--- src/hdl/lz78_bitstream_decoder_macros.svh ---
// Assertion macros for the LZ78 bit stream decoder.
// Used by modules that carry concurrent checks; expects clk and rst_n in scope.
`ifndef LZ78_BITSTREAM_DECODER_MACROS_SVH
`define LZ78_BITSTREAM_DECODER_MACROS_SVH

// Check prop on every clock edge outside reset.
`define LZ78D_ASSERT(label, prop, msg) \
    label: assert property (@(posedge clk) disable iff (!rst_n) prop) else $error(msg);

// Check that pre in one cycle is followed by post in the next.
`define LZ78D_ASSERT_NEXT(label, pre, post, msg) \
    label: assert property (@(posedge clk) disable iff (!rst_n) pre |=> post) else $error(msg);

`endif

--- src/hdl/lz78d_pkg.sv ---
// Package for the LZ78 bit stream decoder: states, parse phases, codes,
// controller/datapath interface structs and the level limit function.
// No dependencies.
package lz78d_pkg;

    typedef enum logic [2:0] {
        PH_PREFIX,
        PH_LITERAL,
        PH_WOW,
        PH_WIDTH,
        PH_INDEX,
        PH_BYTE
    } phase_t;

    typedef enum logic [3:0] {
        ST_IDLE,
        ST_RD_WAIT,
        ST_BOUND_RD,
        ST_BOUND_CHK,
        ST_COPY_RD,
        ST_COPY_WR,
        ST_APPEND,
        ST_PHRASE,
        ST_MOVE_RD,
        ST_MOVE_WR,
        ST_RESP
    } state_t;

    localparam logic [1:0] STS_TAKEN = 2'd0;
    localparam logic [1:0] STS_BYTE  = 2'd1;
    localparam logic [1:0] STS_EMPTY = 2'd2;
    localparam logic [1:0] STS_ERROR = 2'd3;

    localparam logic ACT_PUSH = 1'b0;
    localparam logic ACT_PULL = 1'b1;

    localparam logic [1:0] LVL_64K  = 2'd0;
    localparam logic [1:0] LVL_512K = 2'd1;

    localparam logic [5:0] MAX_WOW   = 6'd32;
    localparam logic [5:0] BYTE_BITS = 6'd8;

    typedef struct packed {
        logic accept;
        logic rd_cap;
        logic bound_rd;
        logic bound_chk;
        logic copy_rd;
        logic copy_wr;
        logic append;
        logic phrase;
        logic move_rd;
        logic move_wr;
        logic load_out;
    } cmd_t;

    typedef struct packed {
        logic rd_go;
        logic need_copy;
        logic need_phrase;
        logic bnd_bad;
        logic len_zero;
        logic cnt_last;
        logic ph_err;
        logic ph_move;
    } stat_t;

    function automatic logic [30:0] level_limit(input logic [1:0] lvl);
        logic [30:0] lim;
        case (lvl)
            LVL_64K:  lim = 31'h0001_0000;
            LVL_512K: lim = 31'h0008_0000;
            default:  lim = 31'h4000_0000;
        endcase
        return lim;
    endfunction

endpackage

--- src/hdl/lz78d_ctrl.sv ---
// Controller state machine of the LZ78 bit stream decoder.
// Depends on lz78d_pkg and lz78_bitstream_decoder_macros.svh.
`include "lz78_bitstream_decoder_macros.svh"
module lz78d_ctrl (
    input  logic            clk,
    input  logic            rst_n,
    input  logic            in_valid,
    output logic            in_stall,
    output logic            out_valid,
    input  logic            out_stall,
    input  lz78d_pkg::stat_t st,
    output lz78d_pkg::cmd_t  cmd
);
    import lz78d_pkg::*;

    state_t state_reg, state_next;
    logic   out_valid_reg, out_valid_next;

    always_ff @(posedge clk or negedge rst_n)
    begin
        if (!rst_n)
        begin
            state_reg     <= ST_IDLE;
            out_valid_reg <= 1'b0;
        end
        else
        begin
            state_reg     <= state_next;
            out_valid_reg <= out_valid_next;
        end
    end

    always_comb
    begin
        cmd            = '0;
        state_next     = state_reg;
        out_valid_next = out_valid_reg;
        if (out_valid_reg && !out_stall)
        begin
            out_valid_next = 1'b0;
        end
        case (state_reg)
            ST_IDLE:
            begin
                if (in_valid)
                begin
                    cmd.accept = 1'b1;
                    if (st.rd_go)
                        state_next = ST_RD_WAIT;
                    else if (st.need_copy)
                        state_next = ST_BOUND_RD;
                    else if (st.need_phrase)
                        state_next = ST_PHRASE;
                    else
                        state_next = ST_RESP;
                end
            end
            ST_RD_WAIT:
            begin
                cmd.rd_cap = 1'b1;
                state_next = ST_RESP;
            end
            ST_BOUND_RD:
            begin
                cmd.bound_rd = 1'b1;
                state_next   = ST_BOUND_CHK;
            end
            ST_BOUND_CHK:
            begin
                cmd.bound_chk = 1'b1;
                if (st.bnd_bad)
                    state_next = ST_RESP;
                else if (st.len_zero)
                    state_next = ST_APPEND;
                else
                    state_next = ST_COPY_RD;
            end
            ST_COPY_RD:
            begin
                cmd.copy_rd = 1'b1;
                state_next  = ST_COPY_WR;
            end
            ST_COPY_WR:
            begin
                cmd.copy_wr = 1'b1;
                state_next  = st.cnt_last ? ST_APPEND : ST_COPY_RD;
            end
            ST_APPEND:
            begin
                cmd.append = 1'b1;
                state_next = ST_PHRASE;
            end
            ST_PHRASE:
            begin
                cmd.phrase = 1'b1;
                state_next = (!st.ph_err && st.ph_move) ? ST_MOVE_RD : ST_RESP;
            end
            ST_MOVE_RD:
            begin
                cmd.move_rd = 1'b1;
                state_next  = ST_MOVE_WR;
            end
            ST_MOVE_WR:
            begin
                cmd.move_wr = 1'b1;
                state_next  = st.cnt_last ? ST_RESP : ST_MOVE_RD;
            end
            ST_RESP:
            begin
                if (!out_valid_reg || !out_stall)
                begin
                    cmd.load_out   = 1'b1;
                    out_valid_next = 1'b1;
                    state_next     = ST_IDLE;
                end
            end
            default:
            begin
                state_next = ST_IDLE;
            end
        endcase
    end

    assign in_stall  = (state_reg != ST_IDLE);
    assign out_valid = out_valid_reg;

    `LZ78D_ASSERT_NEXT(a_accept_starts, (in_valid && !in_stall), (state_reg != ST_IDLE), "accepted transfer did not start work")
    `LZ78D_ASSERT_NEXT(a_resp_holds, (state_reg == ST_RESP && out_valid_reg && out_stall), (state_reg == ST_RESP), "result dropped while output stalled")
    `LZ78D_ASSERT(a_load_from_resp, $rose(out_valid_reg) |-> ($past(state_reg) == ST_RESP), "output loaded outside response state")
    `LZ78D_ASSERT_NEXT(a_copy_ends, (state_reg == ST_COPY_WR && st.cnt_last), (state_reg == ST_APPEND), "copy did not end in append")

endmodule

--- config.mk ---
export PLATFORM = sky130hd
export DESIGN_NAME = lz78d_ctrl
export DESIGN_NICKNAME = d
export VERILOG_FILES = /design/src/hdl/lz78d_pkg.sv /design/src/hdl/lz78d_ctrl.sv
export VERILOG_INCLUDE_DIRS = /design/src /design/src/hdl
export SDC_FILE = /design/constraint.sdc
export NUM_CORES = 1
export LEC_CHECK = 0
export BUFFER_PORTS_ARGS = -buffer_cell sky130_fd_sc_hd__buf_2
export CAP_MARGIN = 5
export CORE_AREA = 2 2 39 41
export CTS_CLUSTER_SIZE = 40
export DETAILED_ROUTE_END_ITERATION = 16
export DIE_AREA = 0 0 41 43
export PLACE_DENSITY = 0.69
export SLEW_MARGIN = 20
export SYNTH_ARGS = -nofsm -noshare
export SYNTH_HDL_FRONTEND = slang
export SYNTH_SLANG_ARGS = --single-unit
--- constraint.sdc ---
create_clock -name clk -period 2.5 [get_ports clk]
set_clock_uncertainty 0.1 [all_clocks]
set_input_delay 0.625 -clock clk [delete_from_list [all_inputs] [get_ports clk]]
set_output_delay 0.625 -clock clk [all_outputs]
set_load 0.01 [all_outputs]
After elaboration in Yosys (flattened, before gate mapping)
Cells that the tools add are included.

operators by class
  equality and inequality tests = 12
  muxes and demuxes = 27
  reduce and logical (&&, ||, !) cells = 9

operators by type and width
  kind                                                             number
  4-bit case mux with 11 select lines                              1
  4-bit two-way mux                                                6
  4-bit by 3-bit == test with 1-bit output, second input constant  4
  1-bit two-way mux                                                16
  4-bit == test, second input constant                             3
  4-bit by 2-bit == test with 1-bit output, second input constant  2
  2-bit two-way mux                                                4
  4-bit by 1-bit == test with 1-bit output, second input constant  1
  4-bit logical NOT                                                1
  2-bit inequality test, second input constant                     2
  4-bit nonzero test                                               1
  1-bit logical NOT                                                3
  1-bit logical AND                                                2
  2-bit AND reduction                                              1
  1-bit logical OR                                                 1

storage, ports and cells
  flip-flop bits (word level) = 5
  input port bits = 12
  output and inout bits = 13
  logic and storage cells = 50

Longest topological paths before layout
Gate-level depths: netlist of the first run.

  depth in word-level cells = 5
  gate-level depth with buffers = 6
  depth with buffers taken out = 4

Worst setup path after synthesis of the first run
OpenSTA, ideal clock, no wires.

  path type = reg2out
  start = register state_reg[0]
  end = output port cmd[10] in the netlist's numbering
  arrival = 1.223 ns
  required time = 1.775 ns
  setup slack = 0.552 ns
  cell stages (with the launch flop) = 4
  buffers on the path = 1
  cells stage by stage = dfrtp_1 > or4_1 > buf_6 > nor2_1

RTL lines
  item                    RTL line          RTL
  from (decl)             lz78d_ctrl.sv:16  state_t state_reg, state_next;
  from (signal assigned)  lz78d_ctrl.sv:28  state_reg <= state_next;
  to (decl)               lz78d_ctrl.sv:12  output lz78d_pkg::cmd_t cmd

==> results.sh, run 1 <==
export IMPL_grt_pass1_vias=401
export IMPL_drtPass1Iterations=4
export IMPL_fp_dieH_um=43
export IMPL_hold_buffers=0
export IMPL_layout_cells_most_common="buf_2"
export IMPL_p_leak_nw=0.308
export IMPL_syn_cell_area_sq_um=457
export IMPL_cts_tree="built"
export IMPL_hold_viol=0
export IMPL_setup_viol=0
export IMPL_dp_hpwl_um=883
export IMPL_ant_nets=0
export IMPL_fin_tns_setup_ns=0
export IMPL_cts_resized=0
export IMPL_netlist_instances=58
export IMPL_finalCritPeriodShare_pct=93.3
export IMPL_slew_violations=0
export IMPL_hp_class="primary input to async pin"
export IMPL_start_kind="flip-flop"
export IMPL_worstPathArrival_ns=1.61
export IMPL_gr_total_overflow=0
export IMPL_critPathMaxStageDelay_ns=0.62
export IMPL_die_width_um=41
export IMPL_track_usage_pct=14.4
export IMPL_ir_worst_vdd_v=0.000396
export IMPL_powerDensity_nw_per_um2=1230
export IMPL_largest_register_ffs=4
export IMPL_syn_avg_cell_area_sq_um=7.87
export IMPL_port_buffers=24
export IMPL_clock_latency_ns=0.25
export IMPL_cap_violations=0
export IMPL_cp_end_kind="primary output"
export IMPL_rsz0062_at_grt="no"
export IMPL_crit_reg2reg_launch="state_reg[2]$_DFFE_PN0P_"
export IMPL_crit_type="flip-flop to primary output"
export IMPL_vias=495
export IMPL_via_per_inst=5.00
export IMPL_grt_pass1_wl_um=1730
export IMPL_fin_nets=96
export IMPL_ys_warn_count=0
export IMPL_crit_start="state_reg[2]$_DFFE_PN0P_"
export IMPL_path_cells="or4_1 -> nor2_1 -> buf_2"
export IMPL_area_growth_pct=32.9
export IMPL_core_area_sq_um=1380
export IMPL_rows=14
export IMPL_io_pins=25
export IMPL_initial_core_util_pct=33.0
export IMPL_synth_cell_types=27
export IMPL_first_iter_violations=6
export IMPL_period_minus_slack_ns=2.33
export IMPL_worst_pin_slew_ns=0.369
export IMPL_antenna_found_initial=0
export IMPL_dieArea_sq_um=1760
export IMPL_cts_buffers=3
export IMPL_dp_cells=95
export IMPL_yosysSeqAreaShare_pct=27.4
export IMPL_max_freq_mhz=429
export IMPL_final_cell_mix="24 x buf_2, 9 x nor2_1, 7 x nor3_1, 5 x dfrtp_1, 4 x nand2_1"
export IMPL_cts_sinks=5
export IMPL_fillers=144
export IMPL_required_ns=1.77
export IMPL_layout_drive_gt1_share_pct=41.0
export IMPL_cp_max_fo=13
export IMPL_synth_nets=70
export IMPL_cts_buffer_depth=2
export IMPL_ctsHtreeMaxLevel=1
export IMPL_post_cts_buffers=0
export IMPL_status="complete, no violations"
export IMPL_drc_errors=0
export IMPL_cts_root_buf="clkbuf_4"
export IMPL_synth_seq_cells=5
export IMPL_clk_pin_slew_worst_paths_ns=0.05
export IMPL_grt_max_degree=14
export IMPL_gp_congestion=0.832
export IMPL_num_antenna_cells=0
export IMPL_slew_headroom_pct=75.4
export IMPL_crit_slowest_cell="or4_1"
export IMPL_instances_no_fill=99
export IMPL_wl_um=1080
export IMPL_routedWlPerCell_um=10.9
==> cell usage after synthesis, drive strengths merged <==
cell / number / area share, %
a211oi: 2 / 3.3
maj3: 1 / 2.2
inv: 3 / 2.5
nor3: 8 / 9.9
nand2b: 3 / 4.1
or2: 2 / 2.7
nor4: 1 / 4.7
nor2: 9 / 7.4
or3: 1 / 1.4
dfrtp: 5 / 27
or4: 1 / 1.6
a2bb2oi: 1 / 1.9
a21oi: 3 / 4.1
o221ai: 1 / 1.9
clkbuf: 2 / 1.6
mux2i: 1 / 2.2
o21bai: 1 / 4.1
o21ai: 3 / 4.1
o21a: 2 / 3.3
buf: 2 / 3.6
nor2b: 2 / 2.7
nand2: 4 / 3.3
==> stage by stage <==
stage	util [%]	cell area, sq um	worst slack [ns]	total power, mW	hold slack, ns
floorplan	-	457	0.552	0.537	0.229
global placement	42.0	581	0.471	0.649	0.344
detailed placement	42.0	581	0.430	0.653	0.353
CTS	43.9	607	0.161	0.753	0.0823
global route	43.9	607	0.105	0.825	0.0859
finish	43.9	607	0.167	0.748	0.0910
==> worst paths after layout <==
check | end | slack [ns] | depth (start not counted)
min in group clk | out_valid$_DFF_PN0_ | 0.42 | 2
max in group asynchronous | state_reg[0]$_DFFE_PN0P_ | 2.06 | 1
setup reg to reg | state_reg[3]$_DFFE_PN0P_ | 0.68 | 5
setup / recovery | cmd[10] | 0.17 | 3
hold / removal | state_reg[1]$_DFFE_PN0P_ | 0.09 | 1
hold reg to reg | out_valid$_DFF_PN0_ | 0.42 | 2
==> report_power, final <==
| part | leakage [nW] | internal (mW) | total, mW | switching (mW) |
|---|---|---|---|---|
| combinational | 0.229 | 0.206 | 0.437 | 0.231 |
| clock | 0.0150 | 0.0605 | 0.0956 | 0.0352 |
| sequential | 0.0639 | 0.123 | 0.215 | 0.0917 |
| total | 0.308 | 0.390 | 0.748 | 0.358 |
==> worst max-delay path, delay by kind of cell, from the launching register on <==
family,cells,cell delay (ns)
buf+inv,1,0.13
flops,1,0.50
simple gates,2,0.72
==> layer usage <==
metal / track usage, % / up-vias / part of all wire (%)
met5: 0 / - / 0
met4: 6.00 / 0 / 0
met3: 4.71 / 0 / 7.8
met2: 20.6 / 19 / 48
met1: 19.0 / 221 / 44
li1: - / 255 / -
==> cells by family (layout without fill, tap and decap cells) <==
group,after synthesis,in the layout,synth area share [%]
AOI/OAI and AO/OA,13,13,22.7
adders and majority gates,1,1,2.19
buffers and inverters,7,32,7.67
DFF,5,5,27.4
muxes,1,1,2.19
and+or+nand+nor,31,31,37.8
==> final cells by class <==
type,count,area (sq um),share of cell area (%)
sequential,5,125,20.6
tap,16,20.0,3.30
timing repair buffer,25,128,21.0
clock buffer,4,26.3,4.33
multi-input combinational,46,297,48.9
inverter,3,11.3,1.86
Note: power is estimated with default switching activity, not from simulation.
==> inputs of run 2 (changes only) <==
Settings changed: BUFFER_PORTS_ARGS -buffer_cell sky130_fd_sc_hd__buf_2 to -buffer_cell sky130_fd_sc_hd__buf_4.
==> results.sh, run 2 (synthesized netlist as in run 1, its figures left out) <==
export IMPL_wl_um=1130
export IMPL_crit_type="flip-flop to primary output"
export IMPL_initial_core_util_pct=33.0
export IMPL_routedWlPerCell_um=11.3
export IMPL_fp_dieH_um=43
export IMPL_antenna_found_initial=0
export IMPL_via_per_inst=4.88
export IMPL_grt_pass1_wl_um=1590
export IMPL_cts_resized=0
export IMPL_period_minus_slack_ns=2.35
export IMPL_clk_pin_slew_worst_paths_ns=0.05
export IMPL_cts_sinks=5
export IMPL_cts_buffer_depth=2
export IMPL_worst_slack_ns=0.146
export IMPL_powerDensity_nw_per_um2=1190
export IMPL_area_growth_pct=47.7
export IMPL_grt_max_degree=13
export IMPL_track_usage_pct=12.9
export IMPL_slew_headroom_pct=79.8
export IMPL_instances_no_fill=100
export IMPL_ant_nets=0
export IMPL_vias=488
export IMPL_status="complete, no violations"
export IMPL_layout_drive_gt1_share_pct=41.7
export IMPL_cp_max_fo=8
export IMPL_num_antenna_cells=0
export IMPL_hold_buffers=0
export IMPL_layout_cells_most_common="buf_4"
export IMPL_core_area_sq_um=1380
export IMPL_gp_congestion=0.800
export IMPL_slew_violations=0
export IMPL_dp_hpwl_um=889
export IMPL_final_cell_mix="26 x buf_4, 9 x nor2_1, 7 x nor3_1, 5 x dfrtp_1, 4 x nand2_1"
export IMPL_fin_tns_setup_ns=0
export IMPL_required_ns=1.77
export IMPL_worstPathArrival_ns=1.63
export IMPL_gr_total_overflow=0
export IMPL_cap_violations=0
export IMPL_max_freq_mhz=425
export IMPL_rows=14
export IMPL_hp_class="primary input to async pin"
export IMPL_cts_root_buf="clkbuf_4"
export IMPL_dp_cells=96
export IMPL_fin_nets=97
export IMPL_reg2reg_depth=3
export IMPL_dieArea_sq_um=1760
export IMPL_setup_viol=0
export IMPL_cp_end_kind="primary output"
export IMPL_rsz0062_at_grt="no"
export IMPL_ctsHtreeMaxLevel=1
export IMPL_cts_tree="built"
export IMPL_io_pins=25
export IMPL_finalCritPeriodShare_pct=94.2
export IMPL_port_buffers=24
export IMPL_p_leak_nw=0.325
export IMPL_start_kind="flip-flop"
export IMPL_clock_latency_ns=0.24
export IMPL_hold_viol=0
export IMPL_p_total_mw=0.803
export IMPL_cts_buffers=3
export IMPL_pre_cts_ws_ns=0.414
export IMPL_ir_worst_vdd_v=0.000403
export IMPL_first_iter_violations=7
export IMPL_worst_pin_slew_ns=0.303
export IMPL_drtPass1Iterations=4
export IMPL_die_width_um=41
export IMPL_post_cts_buffers=0
export IMPL_largest_register_ffs=4
export IMPL_grt_pass1_vias=379
export IMPL_whs_ns=0.0761
export IMPL_drc_errors=0
==> run 2: changes by cell type in the layout (fill, tap and decap cells not counted), sizes merged <==
cell  change
buf       +1
==> run 2: per-stage QoR <==
step           cell area, sq um  util [%]
6_report                    674      48.7
5_1_grt                     674      48.7
4_1_cts                     674      48.7
3_5_place_dp                648      46.8
3_3_place_gp                648      46.8
2_1_floorplan               457         -
==> run 2: path summary, 6_finish.rpt <==
check / start / to / slack (ns)
hold reg to reg: out_valid$_DFF_PN0_ / out_valid$_DFF_PN0_ / 0.41
setup / recovery: state_reg[0]$_DFFE_PN0P_ / cmd[10] / 0.15
hold / removal: rst_n / state_reg[2]$_DFFE_PN0P_ / 0.08
setup reg to reg: state_reg[0]$_DFFE_PN0P_ / state_reg[1]$_DFFE_PN0P_ / 0.80
max in group asynchronous: rst_n / state_reg[1]$_DFFE_PN0P_ / 2.11
min in group clk: out_valid$_DFF_PN0_ / out_valid$_DFF_PN0_ / 0.41
==> run 2: power by group <==
part	leakage [nW]	switching [mW]	internal (mW)
Combinational	0.246	0.279	0.255
Sequential	0.0639	0.0500	0.123
Clock	0.0150	0.0351	0.0605
Total	0.325	0.364	0.439
==> run 2: layer usage <==
metal  global-route usage [%]  part of all wire, %  vias to the layer above
met5                        0                    0                        -
met4                     6.00                    0                        0
met3                     1.57                  7.2                        0
met2                     18.4                   48                       17
met1                     18.3                   44                      217
li1                         -                    -                      254
==> run 2: worst max-delay path: stages, from the launching register on <==
cell     delay [ns]
dfrtp_1        0.45
or4_1          0.66
nor2_1         0.14
buf_4          0.13
==> run 2: final cells by class <==
| class | instances | area [sq um] |
|---|---|---|
| repair buffers | 26 | 195 |
| clock buffers | 4 | 26.3 |
| fillers | 133 | 709 |
| inverters | 3 | 11.3 |
| multi-input cells | 46 | 297 |
| well taps | 16 | 20.0 |
| flip-flops and latches | 5 | 125 |
==> inputs of run 3 (changes only) <==
Settings changed: PLACE_DENSITY 0.69 to not set, PLACE_DENSITY_LB_ADDON set to 0.25.
==> results.sh, run 3 (synthesized netlist as in run 1, its figures left out) <==
export IMPL_r2r_end="state_reg[1]$_DFFE_PN0P_"
export IMPL_worst_slack_ns=0.154
export IMPL_cts_root_buf="clkbuf_4"
export IMPL_utilization_pct=48.7
export IMPL_max_freq_mhz=426
export IMPL_fin_tns_setup_ns=0
export IMPL_finalCritPeriodShare_pct=93.8
export IMPL_area_growth_pct=47.7
export IMPL_start_kind="flip-flop"
export IMPL_port_buffers=24
export IMPL_cts_sinks=5
export IMPL_largest_register_ffs=4
export IMPL_worst_pin_slew_ns=0.299
export IMPL_gp_congestion=0.782
export IMPL_crit_slowest_cell="or4_1"
export IMPL_r2r_setup_slack_ns=0.83
export IMPL_rsz0062_at_grt="no"
export IMPL_track_usage_pct=14.1
export IMPL_final_cell_mix="26 x buf_4, 9 x nor2_1, 7 x nor3_1, 5 x dfrtp_1, 4 x nand2_1"
export IMPL_fin_nets=97
export IMPL_crit_reg2reg_launch="state_reg[0]$_DFFE_PN0P_"
export IMPL_first_iter_violations=6
export IMPL_grt_pass1_wl_um=1770
export IMPL_via_per_inst=4.98
export IMPL_rows=14
export IMPL_fillers=130
export IMPL_required_ns=1.77
export IMPL_wl_um=1070
export IMPL_hp_class="primary input to async pin"
export IMPL_grt_pass1_vias=434
export IMPL_critPathMaxStageDelay_ns=0.66
export IMPL_crit_start="state_reg[0]$_DFFE_PN0P_"
export IMPL_worstPathArrival_ns=1.62
export IMPL_antenna_found_initial=0
export IMPL_path_cells="or4_1 -> nor2_1 -> buf_4"
export IMPL_initial_core_util_pct=33.0
export IMPL_cts_buffer_depth=2
export IMPL_reg2reg_depth=3
export IMPL_ant_nets=0
export IMPL_dieArea_sq_um=1760
export IMPL_layout_drive_gt1_share_pct=41.7
export IMPL_cap_violations=0
export IMPL_pre_cts_ws_ns=0.402
export IMPL_ir_worst_vdd_v=0.000442
export IMPL_grt_max_degree=13
export IMPL_layout_cells_most_common="buf_4"
export IMPL_cts_resized=0
export IMPL_crit_path_end="cmd[10]"
export IMPL_clock_latency_ns=0.24
export IMPL_period_minus_slack_ns=2.35
export IMPL_cts_tree="built"
export IMPL_gr_total_overflow=0
export IMPL_crit_type="flip-flop to primary output"
export IMPL_whs_ns=0.0743
export IMPL_drc_errors=0
export IMPL_p_leak_nw=0.325
export IMPL_cts_buffers=3
export IMPL_slew_headroom_pct=80.0
export IMPL_vias=498
export IMPL_routedWlPerCell_um=10.7
export IMPL_hold_viol=0
export IMPL_cp_end_kind="primary output"
export IMPL_core_area_sq_um=1380
export IMPL_clk_pin_slew_worst_paths_ns=0.05
export IMPL_fp_dieH_um=43
export IMPL_drtPass1Iterations=4
export IMPL_powerDensity_nw_per_um2=1180
export IMPL_slew_violations=0
export IMPL_dp_hpwl_um=864
export IMPL_cp_max_fo=8
export IMPL_die_width_um=41
export IMPL_num_antenna_cells=0
export IMPL_status="complete, no violations"
export IMPL_setup_viol=0
export IMPL_io_pins=25
export IMPL_ctsHtreeMaxLevel=1
export IMPL_post_cts_buffers=0
export IMPL_hold_buffers=0
-- run 3: cell counts in the layout (fill, tap and decap cells not counted) --
No cell type changed its count.
-- run 3: worst min path at each step --
| stage | to | slack (ns) | cells after the start |
|---|---|---|---|
| final | out_valid$_DFF_PN0_ | 0.07 | 1 |
| after global routing | out_valid$_DFF_PN0_ | 0.07 | 1 |
| after CTS | out_valid$_DFF_PN0_ | 0.07 | 1 |
| after detailed placement | out_valid$_DFF_PN0_ | 0.33 | 1 |
| after global placement | out_valid$_DFF_PN0_ | 0.33 | 1 |
| after floorplan | out_valid$_DFF_PN0_ | 0.23 | 0 |
-- run 3: metal layers --
layer	part of all wire [%]	up-vias	routed length (um)	GRT usage, %
met1	47	231	502	21.4
met5	0	-	0	0
met4	1.1	0	12	8.00
met3	3.3	2	35	0
met2	48	12	518	19.4
li1	-	253	-	-
-- run 3: through the flow --
step / instance area, sq um / total power, mW / std cells
2_1_floorplan: 457 / 0.537 / 58
3_3_place_gp: 648 / 0.705 / 96
3_5_place_dp: 648 / 0.708 / 96
4_1_cts: 674 / 0.805 / 100
5_1_grt: 674 / 0.867 / 100
6_report: 674 / 0.796 / 100
-- run 3: report_power, final --
part | leakage [nW] | switching [mW] | internal [mW]
combinational | 0.246 | 0.274 | 0.255
clock | 0.0150 | 0.0339 | 0.0604
sequential | 0.0639 | 0.0500 | 0.123
-- run 3: layout make-up --
| type | count | area, sq um | area share [%] |
|---|---|---|---|
| Tap cell | 16 | 20.0 | 2.97 |
| Multi-Input combinational cell | 46 | 297 | 44.0 |
| Clock buffer | 4 | 26.3 | 3.90 |
| Sequential cell | 5 | 125 | 18.6 |
| Timing Repair Buffer | 26 | 195 | 28.9 |
| Inverter | 3 | 11.3 | 1.67 |
-- run 3: critical path: cells and delay by family (launching register included) --
kind          cells  cell delay, ns
simple gates      2            0.80
flops             1            0.45
buf+inv           1            0.13
